### config.mk
export PLATFORM = sky130hd
export DESIGN_NAME = led_fade_blink_sequencer_core
export DESIGN_NICKNAME = d
export VERILOG_FILES = /design/src/rtl/lfbs_pkg.sv /design/src/rtl/lfbs_ramp_unit.sv /design/src/rtl/led_fade_blink_sequencer_core.sv
export SDC_FILE = /design/constraint.sdc
export NUM_CORES = 1
export LEC_CHECK = 0
export BUFFER_PORTS_ARGS = -buffer_cell sky130_fd_sc_hd__buf_2
export CAP_MARGIN = 20
export CORE_MARGIN = 2
export CORE_UTILIZATION = 50
export DETAILED_ROUTE_END_ITERATION = 10
export PLACE_DENSITY = 0.69
export SLEW_MARGIN = 20
export SYNTH_ARGS = -nofsm -noshare
export SYNTH_HDL_FRONTEND = slang
export SYNTH_SLANG_ARGS = --single-unit
### constraint.sdc
create_clock -name clk_i -period 6.4 [get_ports clk_i]
set_clock_uncertainty 0.05 [all_clocks]
set_input_delay 0.32 -clock clk_i [delete_from_list [all_inputs] [get_ports clk_i]]
set_output_delay 0.32 -clock clk_i [all_outputs]
set_load 0.01 [all_outputs]
### src/rtl/lfbs_pkg.sv
`default_nettype none

package lfbs_pkg;

  localparam int unsigned DUTY_BITS_DEF = 8;
  localparam int unsigned DUTY_BITS_MAX = 16;
  localparam int unsigned FADE_W        = 10;
  localparam int unsigned HOLD_W        = 16;
  localparam int unsigned BRIGHT_W      = 9;
  localparam int unsigned CFG_W         = 16;
  localparam int unsigned CFG_IDX_W     = 2;

  localparam logic [FADE_W-1:0]   FADE_RST   = 10'd50;
  localparam logic [HOLD_W-1:0]   HOLD_RST   = 16'd300;
  localparam logic [BRIGHT_W-1:0] BRIGHT_RST = 9'd256;
  localparam logic [BRIGHT_W-1:0] BRIGHT_FULL = 9'd256;

  localparam logic [1:0] SND_FULL  = 2'd1;
  localparam logic [1:0] SND_START = 2'd2;

  typedef enum logic [CFG_IDX_W-1:0] {
    CFG_FADE   = 2'd0,
    CFG_HOLD   = 2'd1,
    CFG_BRIGHT = 2'd2
  } cfg_idx_e;

  typedef enum logic [1:0] {
    OP_TICK  = 2'd0,
    OP_START = 2'd1,
    OP_FADE  = 2'd2
  } op_e;

  typedef enum logic [2:0] {
    PH_START = 3'd0,
    PH_UP    = 3'd1,
    PH_HOLD  = 3'd2,
    PH_DOWN  = 3'd3,
    PH_DARK  = 3'd4,
    PH_IDLE  = 3'd7
  } phase_e;

  typedef enum logic [1:0] {
    S_IDLE = 2'd0,
    S_EXEC = 2'd1,
    S_RAMP = 2'd2,
    S_OUT  = 2'd3
  } seq_state_e;

  typedef enum logic [1:0] {
    R_IDLE = 2'd0,
    R_MUL  = 2'd1,
    R_DIV  = 2'd2
  } ramp_state_e;

  typedef struct packed {
    logic [1:0]  opcode;
    logic [31:0] now_ms;
    logic [15:0] wait_ms;
    logic [1:0]  sound_mode;
  } lfbs_in_t;

  typedef struct packed {
    logic [7:0] duty;
    logic       lit;
    logic       tone_pulse;
  } lfbs_out_t;

  typedef struct packed {
    logic                start;
    logic [FADE_W-1:0]   num;
    logic [FADE_W-1:0]   den;
    logic [BRIGHT_W-1:0] scale;
  } lfbs_ramp_req_t;

endpackage

`default_nettype wire

### src/rtl/lfbs_ramp_unit.sv
`default_nettype none

module lfbs_ramp_unit #(
  parameter int unsigned DutyBits = lfbs_pkg::DUTY_BITS_DEF
) (
  input  wire                          clk_i,
  input  wire                          rst_ni,
  input  lfbs_pkg::lfbs_ramp_req_t     req_i,
  output logic                         done_o,
  output logic [DutyBits-1:0]          quot_o
);
  import lfbs_pkg::*;

  localparam int unsigned CntW  = $clog2(DutyBits);
  localparam int unsigned MnumW = DutyBits + FADE_W;
  localparam int unsigned ProdW = DutyBits + FADE_W + BRIGHT_W;

  ramp_state_e state_q, state_d;

  logic [FADE_W-1:0]   num_q, num_d;
  logic [FADE_W-1:0]   den_q, den_d;
  logic [BRIGHT_W-1:0] scale_q, scale_d;
  logic [FADE_W-1:0]   rem_q, rem_d;
  logic [DutyBits-1:0] sh_q, sh_d;
  logic [CntW-1:0]     cnt_q, cnt_d;
  logic                done_q, done_d;

  logic [MnumW-1:0]  mnum;
  logic [ProdW-1:0]  prod;
  logic [FADE_W:0]   trial;
  logic [FADE_W:0]   diff;
  logic              qbit;

  // num * (2^n - 1) then one multiply by the brightness scale
  assign mnum  = {num_q, {DutyBits{1'b0}}} - MnumW'(num_q);
  assign prod  = ProdW'(mnum) * ProdW'(scale_q);
  assign trial = {rem_q, sh_q[DutyBits-1]};
  assign diff  = trial - {1'b0, den_q};
  assign qbit  = (trial >= {1'b0, den_q});

  always_comb begin
    state_d = state_q;
    unique case (state_q)
      R_IDLE: begin
        if (req_i.start) state_d = R_MUL;
      end
      R_MUL: state_d = R_DIV;
      R_DIV: begin
        if (cnt_q == '0) state_d = R_IDLE;
      end
      default: state_d = R_IDLE;
    endcase
  end

  always_comb begin
    num_d   = num_q;
    den_d   = den_q;
    scale_d = scale_q;
    rem_d   = rem_q;
    sh_d    = sh_q;
    cnt_d   = cnt_q;
    done_d  = 1'b0;
    unique case (state_q)
      R_IDLE: begin
        if (req_i.start) begin
          num_d   = req_i.num;
          den_d   = req_i.den;
          scale_d = req_i.scale;
        end
      end
      R_MUL: begin
        // dividend is prod >> 8; its bits above the quotient width stay below den
        rem_d = prod[DutyBits+17:DutyBits+8];
        sh_d  = prod[DutyBits+7:8];
        cnt_d = CntW'(DutyBits - 1);
      end
      R_DIV: begin
        rem_d = qbit ? diff[FADE_W-1:0] : trial[FADE_W-1:0];
        sh_d  = {sh_q[DutyBits-2:0], qbit};
        cnt_d = cnt_q - 1'b1;
        if (cnt_q == '0) done_d = 1'b1;
      end
      default: ;
    endcase
  end

  always_ff @(posedge clk_i or negedge rst_ni) begin
    if (!rst_ni) begin
      state_q <= R_IDLE;
      done_q  <= 1'b0;
      cnt_q   <= '0;
    end else begin
      state_q <= state_d;
      done_q  <= done_d;
      cnt_q   <= cnt_d;
    end
  end

  always_ff @(posedge clk_i) begin
    num_q   <= num_d;
    den_q   <= den_d;
    scale_q <= scale_d;
    rem_q   <= rem_d;
    sh_q    <= sh_d;
  end

  assign done_o = done_q;
  assign quot_o = sh_q;

endmodule

`default_nettype wire

### src/rtl/led_fade_blink_sequencer_core.sv
// LED fade/blink sequencer: each transfer on the input channel (time tick, start blink or
// fade out) yields exactly one transfer on the output channel with the PWM duty, the lit
// flag and a one-step tone pulse. Items are handled one at a time. A step that needs no
// ramp value goes from the execute state straight to the output state; a tick inside a fade
// waits in between for the ramp unit: one multiply step and then one quotient bit per
// cycle of a shared restoring divider. The input is taken again once the result has
// moved into the output register, so while the output is stalled at most one further item
// is taken in. Configuration writes are taken on any cycle and must only be issued while
// the block is idle.
`default_nettype none

module led_fade_blink_sequencer_core #(
  parameter int unsigned DutyBits = lfbs_pkg::DUTY_BITS_DEF
) (
  input  wire                                 clk_i,
  input  wire                                 rst_ni,
  input  wire                                 in_valid_i,
  output logic                                in_ready_o,
  input  lfbs_pkg::lfbs_in_t                  in_data_i,
  output logic                                out_valid_o,
  input  wire                                 out_ready_i,
  output lfbs_pkg::lfbs_out_t                 out_data_o,
  input  wire                                 cfg_we_i,
  input  wire [lfbs_pkg::CFG_IDX_W-1:0]       cfg_idx_i,
  input  wire [lfbs_pkg::CFG_W-1:0]           cfg_wdata_i
);
  import lfbs_pkg::*;

  localparam int unsigned PkW = DutyBits + BRIGHT_W;

  seq_state_e state_q, state_d;
  phase_e     phase_q, phase_d;

  logic [FADE_W-1:0]   fade_q;
  logic [HOLD_W-1:0]   hold_q;
  logic [BRIGHT_W-1:0] bright_q;

  lfbs_in_t            item_q;
  logic [31:0]         pstart_q, pstart_d;
  logic [15:0]         dark_q, dark_d;
  logic [1:0]          tmode_q, tmode_d;
  logic [DutyBits-1:0] level_q, level_d;
  logic                tone_q, tone_d;

  logic                out_valid_q;
  lfbs_out_t           out_q;

  logic                in_acc;
  logic                out_load;
  logic                ramp_go;
  logic [FADE_W-1:0]   ramp_num;
  lfbs_ramp_req_t      ramp_req;
  logic                ramp_done;
  logic [DutyBits-1:0] ramp_quot;

  logic [BRIGHT_W-1:0] scale;
  logic [PkW-1:0]      pk_full;
  logic [DutyBits-1:0] peak;
  logic [31:0]         elapsed;
  logic [31:0]         fade_ext;
  logic                fade_run;
  logic [DUTY_BITS_MAX-1:0] level_wide;

  assign scale    = bright_q[BRIGHT_W-1] ? BRIGHT_FULL : bright_q;
  assign pk_full  = {scale, {DutyBits{1'b0}}} - PkW'(scale);
  assign peak     = pk_full[DutyBits+7:8];
  assign elapsed  = item_q.now_ms - pstart_q;
  assign fade_ext = 32'(fade_q);
  assign fade_run = (elapsed < fade_ext);

  // config writes
  always_ff @(posedge clk_i or negedge rst_ni) begin
    if (!rst_ni) begin
      fade_q   <= FADE_RST;
      hold_q   <= HOLD_RST;
      bright_q <= BRIGHT_RST;
    end else if (cfg_we_i) begin
      unique case (cfg_idx_e'(cfg_idx_i))
        CFG_FADE:   fade_q   <= cfg_wdata_i[FADE_W-1:0];
        CFG_HOLD:   hold_q   <= cfg_wdata_i[HOLD_W-1:0];
        CFG_BRIGHT: bright_q <= cfg_wdata_i[BRIGHT_W-1:0];
        default: ;
      endcase
    end
  end

  // sequencer next state
  always_comb begin
    state_d = state_q;
    unique case (state_q)
      S_IDLE: begin
        if (in_valid_i) state_d = S_EXEC;
      end
      S_EXEC: state_d = ramp_go ? S_RAMP : S_OUT;
      S_RAMP: begin
        if (ramp_done) state_d = S_OUT;
      end
      S_OUT: begin
        if (!out_valid_q || out_ready_i) state_d = S_IDLE;
      end
      default: state_d = S_IDLE;
    endcase
  end

  // sequencer outputs
  always_comb begin
    in_ready_o = 1'b0;
    out_load   = 1'b0;
    unique case (state_q)
      S_IDLE: in_ready_o = 1'b1;
      S_OUT:  out_load   = !out_valid_q || out_ready_i;
      default: ;
    endcase
  end

  assign in_acc = in_valid_i && in_ready_o;

  // step of the blink phases
  always_comb begin
    phase_d  = phase_q;
    pstart_d = pstart_q;
    dark_d   = dark_q;
    tmode_d  = tmode_q;
    level_d  = level_q;
    tone_d   = tone_q;
    ramp_go  = 1'b0;
    ramp_num = fade_q - elapsed[FADE_W-1:0];
    if (state_q == S_EXEC) begin
      tone_d = 1'b0;
      case (op_e'(item_q.opcode))
        OP_TICK: begin
          unique case (phase_q)
            PH_START: begin
              pstart_d = item_q.now_ms;
              phase_d  = PH_UP;
              tone_d   = (tmode_q == SND_START);
            end
            PH_UP: begin
              if (fade_run) begin
                ramp_go  = 1'b1;
                ramp_num = elapsed[FADE_W-1:0];
              end else begin
                level_d  = peak;
                tone_d   = (tmode_q == SND_FULL);
                pstart_d = pstart_q + fade_ext;
                phase_d  = PH_HOLD;
              end
            end
            PH_HOLD: begin
              if (elapsed >= 32'(hold_q)) begin
                pstart_d = pstart_q + 32'(hold_q);
                phase_d  = PH_DOWN;
              end
            end
            PH_DOWN: begin
              if (fade_run) begin
                ramp_go = 1'b1;
              end else begin
                level_d  = '0;
                pstart_d = pstart_q + fade_ext;
                phase_d  = PH_DARK;
              end
            end
            PH_DARK: begin
              if (elapsed >= 32'(dark_q)) begin
                pstart_d = pstart_q + 32'(dark_q);
                phase_d  = PH_IDLE;
              end
            end
            default: phase_d = PH_IDLE;
          endcase
        end
        OP_START: begin
          phase_d = PH_START;
          dark_d  = item_q.wait_ms;
          tmode_d = item_q.sound_mode;
          level_d = '0;
        end
        OP_FADE: begin
          // mirror the current fade-up level onto the fade-down ramp, or start it from the peak when holding
          if (phase_q == PH_UP) begin
            phase_d  = PH_DOWN;
            pstart_d = {item_q.now_ms[30:0], 1'b0} - pstart_q - fade_ext;
          end else if (phase_q == PH_HOLD) begin
            phase_d  = PH_DOWN;
            pstart_d = item_q.now_ms;
          end
          dark_d = '0;
        end
        default: ;
      endcase
    end else if (ramp_done) begin
      level_d = ramp_quot;
    end
  end

  assign ramp_req = '{start: ramp_go, num: ramp_num, den: fade_q, scale: scale};

  lfbs_ramp_unit #(
    .DutyBits(DutyBits)
  ) u_ramp (
    .clk_i (clk_i),
    .rst_ni(rst_ni),
    .req_i (ramp_req),
    .done_o(ramp_done),
    .quot_o(ramp_quot)
  );

  always_ff @(posedge clk_i or negedge rst_ni) begin
    if (!rst_ni) begin
      state_q     <= S_IDLE;
      phase_q     <= PH_IDLE;
      pstart_q    <= '0;
      dark_q      <= '0;
      tmode_q     <= '0;
      level_q     <= '0;
      tone_q      <= 1'b0;
      out_valid_q <= 1'b0;
    end else begin
      state_q  <= state_d;
      phase_q  <= phase_d;
      pstart_q <= pstart_d;
      dark_q   <= dark_d;
      tmode_q  <= tmode_d;
      level_q  <= level_d;
      tone_q   <= tone_d;
      if (out_load) begin
        out_valid_q <= 1'b1;
      end else if (out_ready_i) begin
        out_valid_q <= 1'b0;
      end
    end
  end

  assign level_wide = DUTY_BITS_MAX'(level_q);

  always_ff @(posedge clk_i) begin
    if (in_acc) item_q <= in_data_i;
    if (out_load) begin
      out_q.duty       <= level_wide[7:0];
      out_q.lit        <= (phase_q != PH_IDLE);
      out_q.tone_pulse <= tone_q;
    end
  end

  assign out_valid_o = out_valid_q;
  assign out_data_o  = out_q;

  a_ramp_done_in_ramp: assert property (@(posedge clk_i) disable iff (!rst_ni)
    ramp_done |-> (state_q == S_RAMP))
    else $error("ramp result outside ramp wait");

  a_exec_moves_on: assert property (@(posedge clk_i) disable iff (!rst_ni)
    (state_q == S_EXEC) |=> (state_q == S_RAMP || state_q == S_OUT))
    else $error("sequencer stuck after execute");

  a_tone_phase: assert property (@(posedge clk_i) disable iff (!rst_ni)
    (state_q == S_EXEC && tone_d) |=> (phase_q == PH_UP || phase_q == PH_HOLD))
    else $error("tone pulse outside fade start or peak");

  a_ramp_only_fading: assert property (@(posedge clk_i) disable iff (!rst_ni)
    ramp_go |-> (phase_q == PH_UP || phase_q == PH_DOWN))
    else $error("ramp started outside a fade");

endmodule

`default_nettype wire
==> impl_metrics.json, run 1 <==
{
  "outcome": "finished, violations left",
  "violations": "setup timing",
  "setup_viol": 1,
  "grt_antenna_before_repair": 0,
  "syn_inst": 2373,
  "area_growth_pct": 15.8,
  "regArea_sq_um": 5940,
  "grt_max_degree": 69,
  "worst_pin_slew_ps": 1070,
  "crit_fanout": 3,
  "yosysWarningCount": 0,
  "synth_ff_type": "edfxtp_1",
  "grt_use_total": 0.256,
  "p_sw_mw": 4.81,
  "reg2regPathDepth": 26,
  "ys_ff_latch": 215,
  "worst-setup-path-type": "reg -> reg",
  "multiInputGateArea_sq_um": 14200,
  "peakVddDrop_uv": 288,
  "nFillCells": 3678,
  "path_depth": 26,
  "maxSlewHeadroom": 0.288,
  "async_flop_share": 0.493,
  "die_x_um": 211,
  "wire_per_inst_um": 17.8,
  "n_antenna_cell": 0,
  "seq_area_frac_synth": 0.278,
  "final_cell_mix": "inv_1 (328), nand2_1 (255), ha_1 (209), o21ai_0 (142), a21oi_1 (127)",
  "synth_nets": 2790,
  "pre_cts_ws_ps": -316,
  "critPathRequiredTime_ps": 6620,
  "cp_top_family": "adder cells",
  "first_pass_iters": 5,
  "grt_pass1_vias": 18000,
  "hold_class": "in -> reg",
  "cp_common_cell": "fa_1",
  "stdcell_count": 3127,
  "seq_power_share": 0.213,
  "numCtsBuffers": 25,
  "rr_endpoint": "u_ramp.rem_q[7]$_DFFE_PP_",
  "start_util": 0.508,
  "die_area_sq_um": 44400,
  "drc": 0,
  "r2r_start": "u_ramp.num_q[0]$_DFFE_PP_",
  "fin_ws_ps": -20.0,
  "htreeDepth": 1,
  "num_rows": 75,
  "final_util": 0.588,
  "arrival_ps": 6640,
  "cts.clk_slew.worst_paths_ps": 60,
  "coreArea_sq_um": 42000,
  "grt_overflow": 0,
  "timing.final.crit_share": 1.00,
  "synth.avg_cell_area_sq_um": 9.00,
  "period_needed_ps": 6420,
  "start_kind": "flop",
  "switching_share": 0.475,
  "crit_path_end": "u_ramp.rem_q[7]$_DFFE_PP_",
  "drive_above_1_share": 0.140,
  "slowest_delay_ps": 550,
  "cts_tree": "yes",
  "hold_viol": 0,
  "maxCapViolations": 0,
  "vias": 17700,
  "ant_nets": 0,
  "rrSetupSlack_ps": -20,
  "max_freq_ghz": 0.156,
  "pwr-share-comb": 0.648,
  "clock_latency_ps": 550,
  "crit_slowest_cell": "fa_1",
  "clock_power_share": 0.139,
  "power.total_mw": 10.1,
  "cts.sinks": 215,
  "p_int_mw": 5.32,
  "rsz0062_at_grt": "true",
  "drv_slew": 0,
  "io_pins": 87,
  "power_density_nw_per_um2": 410,
  "clockRootBuffer": "clkbuf_16",
  "nets": 2987,
  "synth_edf_count": 109,
  "clk_path_buf_depth": 3,
  "drt_iter0_markers": 1141,
  "dp.cells": 3001,
  "syn_area_sq_um": 21400,
  "globalplace.congestion": 0.960,
  "leakage_nw": 11.3,
  "final_common_cell": "inv_1",
  "fp.dieH_um": 211,
  "wl_um": 55600,
  "worst_setup_path_end_kind": "flop",
  "hpwl_um": 43000,
  "grt_pass1_wl_um": 91700,
  "setup.worst_path.start": "u_ramp.num_q[0]$_DFFE_PP_",
  "critPathBufInv": 7,
  "via_per_inst": 5.67,
  "yosys.cell_types.count": 90,
  "portBuffers": 86
}
[area by class of cell]
| type | count | area share |
|---|---|---|
| well taps | 539 | 0.0273 |
| clock buffers | 37 | 0.0291 |
| flip-flops and latches | 215 | 0.240 |
| multi-input cells | 1745 | 0.576 |
| repair buffers | 245 | 0.0732 |
| inverters | 338 | 0.0514 |
| clock inverters | 8 | 0.00288 |
[timing repair]
item	CTS	global route
pin swaps	36	38
endpoints found under the hold margin	98	0
buffers inserted	10	9
gates resized for setup	41	35
hold buffers	63	0
endpoints found under the setup margin	5	7
[power by group through the flow]
stage | clock, mW | combinational [mW] | sequential, mW
floorplan | 0 | 4.87 | 2.07
global placement | 0 | 6.22 | 2.18
detailed placement | 0 | 6.39 | 2.19
CTS | 1.44 | 6.48 | 2.16
global route | 1.49 | 7.33 | 2.21
finish | 1.41 | 6.56 | 2.16
[worst min-delay path by stage]
stage	slack, ps	end	depth (start not counted)	startpoint
after detailed placement	290	pstart_q[21]$_DFFE_PN0P_	1	rst_ni
final	20	fade_q[3]$_DFFE_PN0P_	3	cfg_wdata_i[3]
after global placement	300	pstart_q[21]$_DFFE_PN0P_	1	rst_ni
after CTS	2	fade_q[7]$_DFFE_PN0P_	3	cfg_wdata_i[7]
after global routing	20	fade_q[6]$_DFFE_PN0P_	3	cfg_wdata_i[6]
after floorplan	-30	bright_q[0]$_DFFE_PN0P_	0	rst_ni
[routing by layer]
layer,GRT usage,part of all wire,up-vias
li1,-,-,8562
met1,0.323,0.42,8597
met2,0.454,0.50,448
met3,0.0247,0.044,112
met4,0.0974,0.037,0
met5,0,0,-
[Yosys cell counts (6+ instances only)]
cell         n  area [sq um]
a211o_1      8          70.1
a211oi_1    32           240
a21o_1      38           285
a21oi_1    131           656
a221oi_1     6          52.6
a22oi_1     11          82.6
a311oi_1     6          52.6
a31oi_1     12          75.1
and2_1      94           588
and3_1      13          81.3
buf_2        6          30.0
clkbuf_1    65           244
dfrtp_1     95          2380
dfstp_2     11           289
edfxtp_1   109          3270
fa_1       124          2480
ha_1       218          2730
inv_1      338          1270
mux2_2      41           462
mux2_4       7           105
mux2i_1     22           220
nand2_1    259           972
nand2b_1    43           269
nand3_1     22           110
nand4_1     18           113
nor2_1      93           349
nor2b_1     30           188
nor3_1      30           150
nor3b_1      8          60.1
nor4_1      12          75.1
o2111ai_1    6          52.6
o211ai_1    32           240
o21a_1      24           180
o21ai_0    146           731
o21ai_1      7          35.0
o21bai_1    13          97.6
o22ai_1      8          50.1
o2bb2ai_1    8          70.1
o31ai_1     18           135
or3_1       12          75.1
xnor2_1     72           631
xor2_1      33           289
[metrics by stage]
stage          cell area (sq um)  setup TNS [ps]  hold slack (ps)
5_1_grt                    24700           -1010             19.3
3_5_place_dp               22800           -1030              295
3_3_place_gp               22800            -387              298
2_1_floorplan              21400               0            -25.6
4_1_cts                    24500            -122             2.12
6_report                   24700           -20.0             20.6
[worst reg2reg max path, stage by stage, from the launching register on]
cell	delay, ps
edfxtp_1	450
buf_6	130
inv_2	30
ha_4	150
a31o_2	240
a21o_4	240
xnor2_4	180
buf_4	140
buf_4	100
nand2_1	70
fa_1	530
inv_1	50
fa_1	480
fa_1	550
inv_1	50
fa_1	500
inv_2	50
ha_4	160
nor2_1	270
a311oi_4	160
o31a_1	360
a41o_1	290
o41ai_4	310
nor2b_2	80
or3_1	320
a21oi_1	150
a21oi_1	60
[registers in the layout (all words and copies together), names as in the netlist, 3 cells and up]
| register | count |
|---|---|
| dark_q | 16 |
| u_ramp.scale_q | 9 |
| u_ramp.den_q | 10 |
| pstart_q | 32 |
| u_ramp.num_q | 10 |
| fade_q | 10 |
| u_ramp.quot_o | 8 |
| item_q | 52 |
| u_ramp.rem_q | 10 |
| out_data_o | 10 |
| hold_q | 16 |
| bright_q | 9 |
| phase_q | 3 |
| u_ramp.cnt_q | 3 |
| level_q | 8 |
[kinds of logic (layout without fill, tap and decap cells)]
group,count (synthesis),count (layout),synth area share
AOI/OAI and AO/OA,558,558,0.169
xor gates and xnor gates,105,105,0.0430
adders and majority gates,342,342,0.244
buffers and inverters,413,628,0.0736
DFF,215,215,0.278
muxes,70,70,0.0368
and+or+nand+nor,670,670,0.156
(Power assumes the default switching activity.)
==> inputs of run 2 (changes only) <==
CAP_MARGIN = 30   (was 20)
TNS_END_PERCENT = 1   (was not set)
==> impl_metrics.json, run 2 (synthesis results as in run 1) <==
{
  "outcome": "finished, violations left",
  "violations": "setup timing",
  "nets": 2986,
  "maxSlewHeadroom": 0.372,
  "start_kind": "flop",
  "die_x_um": 211,
  "setup_viol": 1,
  "crit_slowest_cell": "fa_1",
  "wl_um": 55700,
  "drt_iter0_markers": 1184,
  "start_util": 0.508,
  "clock_latency_ps": 550,
  "grt_pass1_wl_um": 91700,
  "cts.clk_slew.worst_paths_ps": 60,
  "fp.dieH_um": 211,
  "arrival_ps": 6660,
  "num_rows": 75,
  "grt_pass1_vias": 18000,
  "final_util": 0.589,
  "grt_use_total": 0.256,
  "power.total_mw": 10.2,
  "clk_path_buf_depth": 3,
  "power_density_nw_per_um2": 410,
  "leakage_nw": 11.3,
  "worst_setup_path_end_kind": "flop",
  "pre_cts_ws_ps": -316,
  "grt_overflow": 0,
  "cts.sinks": 215,
  "critPathBufInv": 5,
  "globalplace.congestion": 0.960,
  "critPathRequiredTime_ps": 6610,
  "die_area_sq_um": 44400,
  "cp_top_family": "adder cells",
  "drive_above_1_share": 0.138,
  "grt_max_degree": 69,
  "drc": 0,
  "crit_fanout": 5,
  "timing.final.crit_share": 1.01,
  "wire_per_inst_um": 17.8,
  "numCtsBuffers": 25,
  "maxCapViolations": 0,
  "worst-setup-path-type": "reg -> reg",
  "hold_viol": 0,
  "drv_slew": 0,
  "worst_pin_slew_ps": 942,
  "slowest_delay_ps": 560,
  "fin_ws_ps": -51.1,
  "htreeDepth": 1,
  "io_pins": 87,
  "hold_class": "in -> reg",
  "top_regs": "item_q: 52 flops, pstart_q: 32 flops",
  "stdcell_count": 3126,
  "period_needed_ps": 6450,
  "final_cell_mix": "inv_1 (331), nand2_1 (255), ha_1 (209), o21ai_0 (143), a21oi_1 (128)",
  "vias": 17800,
  "via_per_inst": 5.69,
  "clockRootBuffer": "clkbuf_16",
  "cts_tree": "yes",
  "coreArea_sq_um": 42000,
  "rsz0062_at_grt": "true",
  "hold_slack_ps": 20.5,
  "first_pass_iters": 6,
  "dp.cells": 3001,
  "n_antenna_cell": 0,
  "ant_nets": 0,
  "cp_common_cell": "fa_1",
  "max_freq_ghz": 0.155,
  "hpwl_um": 43000,
  "area_growth_pct": 15.8,
  "final_common_cell": "inv_1",
  "largest_register_ffs": 52,
  "grt_antenna_before_repair": 0,
  "regMostFlops": "item_q",
  "portBuffers": 86,
  "peakVddDrop_uv": 289,
  "crit_path_cell_trace": "buf_6, nor2_4, nand2_2, buf_4, or3_1, a211oi_1, xnor2_2, buf_4, and2_1, fa_1, fa_1, fa_1, inv_1, fa_1, inv_1, ha_1, nand2_1, o21ai_0, a41o_1, o41ai_4, nor2b_2, or3_1, a21oi_1, a21oi_1"
}
## run 2: tightest hold or removal path, cell delays in order
cell	delay, ps
buf_2	130
nand2_1	50
o21ai_0	60
## run 2: final cells by class
type                    instances  area (sq um)
inverters                     338          1270
repair buffers                244          1840
fillers                      3673         17300
flip-flops and latches        215          5940
clock buffers                  37           721
clock inverters                 8          71.3
multi-input cells            1745         14200
well taps                     539           674
## run 2: metrics by stage
stage,area [sq um],TNS [ps]
floorplan,21400,0
global placement,22800,-387
detailed placement,22800,-1030
CTS,24500,-122
global route,24800,-1380
finish,24800,-51.1
## run 2: report_power, final
| group | switching (mW) | internal (mW) |
|---|---|---|
| logic | 3.93 | 2.65 |
| clock network | 0.593 | 0.817 |
| registers | 0.302 | 1.86 |
## run 2: timing repair
| item | CTS | global route |
|---|---|---|
| gates cloned | 0 | 0 |
| pin swaps | 36 | 33 |
| hold buffers | 63 | 0 |
| resized for setup | 41 | 29 |
| hold endpoints to repair | 98 | 0 |
| endpoints found under the setup margin | 5 | 7 |
| setup buffers | 10 | 4 |
## run 2: worst paths after layout
kind                            depth (start not counted)  slack [ps]                      start                         to
worst min register to register                          0         400     level_q[6]$_DFFE_PN0P_    out_data_o[8]$_DFFE_PP_
max in group asynchronous                               4        4990                     rst_ni      hold_q[5]$_DFFE_PN1P_
min in group asynchronous                               2         250                     rst_ni   pstart_q[21]$_DFFE_PN0P_
worst max-delay path                                   24         -50  u_ramp.num_q[4]$_DFFE_PP_  u_ramp.rem_q[7]$_DFFE_PP_
worst min-delay path                                    3          20             cfg_wdata_i[3]      fade_q[3]$_DFFE_PN0P_
worst max register to register                         24         -50  u_ramp.num_q[4]$_DFFE_PP_  u_ramp.rem_q[7]$_DFFE_PP_
## run 2: metal layers
metal / track usage / vias up / routed length (um)
met1: 0.323 / 8629 / 23500
met4: 0.0974 / 0 / 2020
li1: - / 8567 / -
met2: 0.454 / 477 / 27900
met3: 0.0247 / 111 / 2410
met5: 0 / - / 0
==> inputs of run 3 (changes only) <==
ABC_AREA = 1   (was not set)
==> impl_metrics.json, run 3 <==
{
  "outcome": "finished clean",
  "worst_pin_slew_ps": 940,
  "yosysMostFrequentCell": "nand2_1",
  "drt_iter0_markers": 1936,
  "wire_per_inst_um": 18.2,
  "timing.final.crit_share": 0.937,
  "coreArea_sq_um": 45700,
  "grt_overflow": 0,
  "yosys.area.top_type": "edfxtp_1",
  "worst-setup-path-type": "reg -> reg",
  "cp_common_cell": "inv_1",
  "arrival_ps": 6280,
  "yosysTopAreaCellShare": 0.141,
  "regMostFlops": "item_q",
  "wl_met3_um": 3670,
  "htreeDepth": 1,
  "drc": 0,
  "drive_above_1_share": 0.0789,
  "cts.clk_slew.worst_paths_ps": 60,
  "p_int_mw": 5.16,
  "numCtsBuffers": 27,
  "yosysWarningCount": 0,
  "final_common_cell": "nand2_1",
  "switching_share": 0.516,
  "p_sw_mw": 5.50,
  "fp.dieH_um": 220,
  "final_cell_mix": "nand2_1 (867), inv_1 (677), nor2_1 (268), ha_1 (217), a21oi_1 (203)",
  "ys_top_cells_by_count": "nand2_1 (869), inv_1 (679), nor2_1 (274), ha_1 (218), a21oi_1 (208)",
  "ant_nets": 0,
  "via_per_inst": 5.39,
  "synth.avg_cell_area_sq_um": 7.06,
  "die_area_sq_um": 48200,
  "whs_path_depth": 3,
  "synth_edf_count": 109,
  "wl_met1_um": 29600,
  "power_density_nw_per_um2": 409,
  "hpwl_um": 60200,
  "fin_ws_ps": 404,
  "top_layer": "met4",
  "peakVddDrop_uv": 324,
  "clk_path_buf_depth": 3,
  "grt_antenna_before_repair": 1,
  "worst_setup_path_end_kind": "flop",
  "maxSlewHeadroom": 0.372,
  "start_util": 0.509,
  "vias": 21900,
  "pwr-share-comb": 0.648,
  "top_regs": "item_q: 52 flops, pstart_q: 32 flops",
  "drv_slew": 0,
  "crit_slowest_cell": "fa_1",
  "fin_setup_tns_ps": 0,
  "seq_power_share": 0.198,
  "num_rows": 78,
  "start_kind": "flop",
  "pre_cts_ws_ps": 200,
  "critPathRequiredTime_ps": 6690,
  "grt_pass1_wl_um": 116000,
  "yosys.cell_types.count": 54,
  "largest_register_ffs": 52,
  "hold_viol": 0,
  "power.total_mw": 10.7,
  "crit_fanout": 4,
  "portBuffers": 86,
  "setup_viol": 0,
  "rsz0062_at_grt": "true",
  "first_pass_iters": 7,
  "slowest_delay_ps": 500,
  "synthTopCellsByArea": "edfxtp_1 (14%), nand2_1 (14%), ha_1 (12%)",
  "synth_nets": 3707,
  "nets": 3858,
  "grt_use_total": 0.312,
  "area_growth_pct": 12.3,
  "maxCapViolations": 0,
  "leakage_nw": 13.6,
  "period_needed_ps": 6000,
  "synth_ff_type": "edfxtp_1",
  "reg2regPathDepth": 31,
  "cts_tree": "yes",
  "final_util": 0.571,
  "syn_inst": 3290,
  "wl_met2_um": 36000,
  "max_freq_ghz": 0.167,
  "seq_area_frac_synth": 0.256,
  "die_x_um": 220,
  "ys_ff_latch": 215,
  "io_pins": 87,
  "clock_power_share": 0.153,
  "grt_max_degree": 69,
  "cts.sinks": 215,
  "grt_pass1_vias": 22000,
  "syn_area_sq_um": 23200,
  "clock_latency_ps": 590,
  "async_flop_share": 0.493,
  "clockRootBuffer": "clkbuf_16",
  "hold_class": "in -> reg",
  "globalplace.congestion": 0.971,
  "wl_um": 74100
}
## run 3: changes by cell type in the layout (fill, tap and decap cells not counted), sizes merged, moves of 76 or more
cell	previous run	this run
nor2	93	285
nand2	259	886
inv	339	692
nand3	22	159
a21oi	132	208
and2	97	3
## run 3: through the flow
stage                     cell area (sq um)  hold slack (ps)  std cells
after global routing                  26100             37.7       4062
final                                 26100             45.2       4063
after floorplan                       23200            -25.6       3290
after global placement                24400              287       3948
after CTS                             26000             33.5       4058
after detailed placement              24500              293       3950
## run 3: power by group through the flow
stage                     logic (mW)  clock network (mW)  registers, mW
after floorplan                 5.05                   0           2.03
after global placement          6.61                   0           2.12
after detailed placement        6.77                   0           2.13
after CTS                       6.84                1.66           2.11
after global routing            7.83                1.72           2.15
final                           6.91                1.64           2.12
## run 3: layout make-up
| class | count | area (sq um) |
|---|---|---|
| well taps | 600 | 751 |
| clock buffers | 31 | 722 |
| clock inverters | 19 | 218 |
| inverters | 687 | 2580 |
| flip-flops and latches | 215 | 5940 |
| multi-input cells | 2323 | 14500 |
| diodes | 1 | 2.50 |
| repair buffers | 187 | 1360 |
| fillers | 4369 | 19600 |
## run 3: logic make-up after synthesis
family,after synthesis,share of synthesized area
adder cells (fa/ha/maj),342,0.224
flip-flops,215,0.256
AO/OA/AOI/OAI,486,0.117
XOR/XNOR,65,0.0251
buffers and inverters,752,0.123
AND/OR/NAND/NOR,1430,0.255
## run 3: critical path, delay by kind of cell, from the launching register on
| kind | cells | cell delay, ps |
|---|---|---|
| and+or+nand+nor | 11 | 1170 |
| buffers and inverters | 8 | 640 |
| AOI/OAI and AO/OA | 6 | 910 |
| adders and majority gates | 6 | 2620 |
| DFF | 1 | 400 |
## run 3: path summary, 6_finish.rpt
| kind | from | to | slack (ps) |
|---|---|---|---|
| worst max register to register | u_ramp.num_q[1]$_DFFE_PP_ | u_ramp.rem_q[9]$_DFFE_PP_ | 400 |
| worst max-delay path | u_ramp.num_q[1]$_DFFE_PP_ | u_ramp.rem_q[9]$_DFFE_PP_ | 400 |
| worst min-delay path | cfg_wdata_i[10] | hold_q[10]$_DFFE_PN0P_ | 50 |
| max in group asynchronous | rst_ni | dark_q[4]$_DFFE_PN0P_ | 4910 |
| worst min register to register | level_q[6]$_DFFE_PN0P_ | out_data_o[8]$_DFFE_PP_ | 400 |
| min in group asynchronous | rst_ni | pstart_q[27]$_DFFE_PN0P_ | 200 |
## run 3: routing by layer
metal / global-route usage / up-vias
met5: 0 / -
met4: 0.180 / 0
met1: 0.366 / 10300
met2: 0.553 / 736
li1: - / 10700
met3: 0.0356 / 236
## run 3: what timing repair did
action / CTS / global route
hold endpoints to repair: 91 / 0
hold buffers: 58 / 0
resized for setup: 0 / 23
endpoints found under the setup margin: 0 / 13
setup buffers: 0 / 2
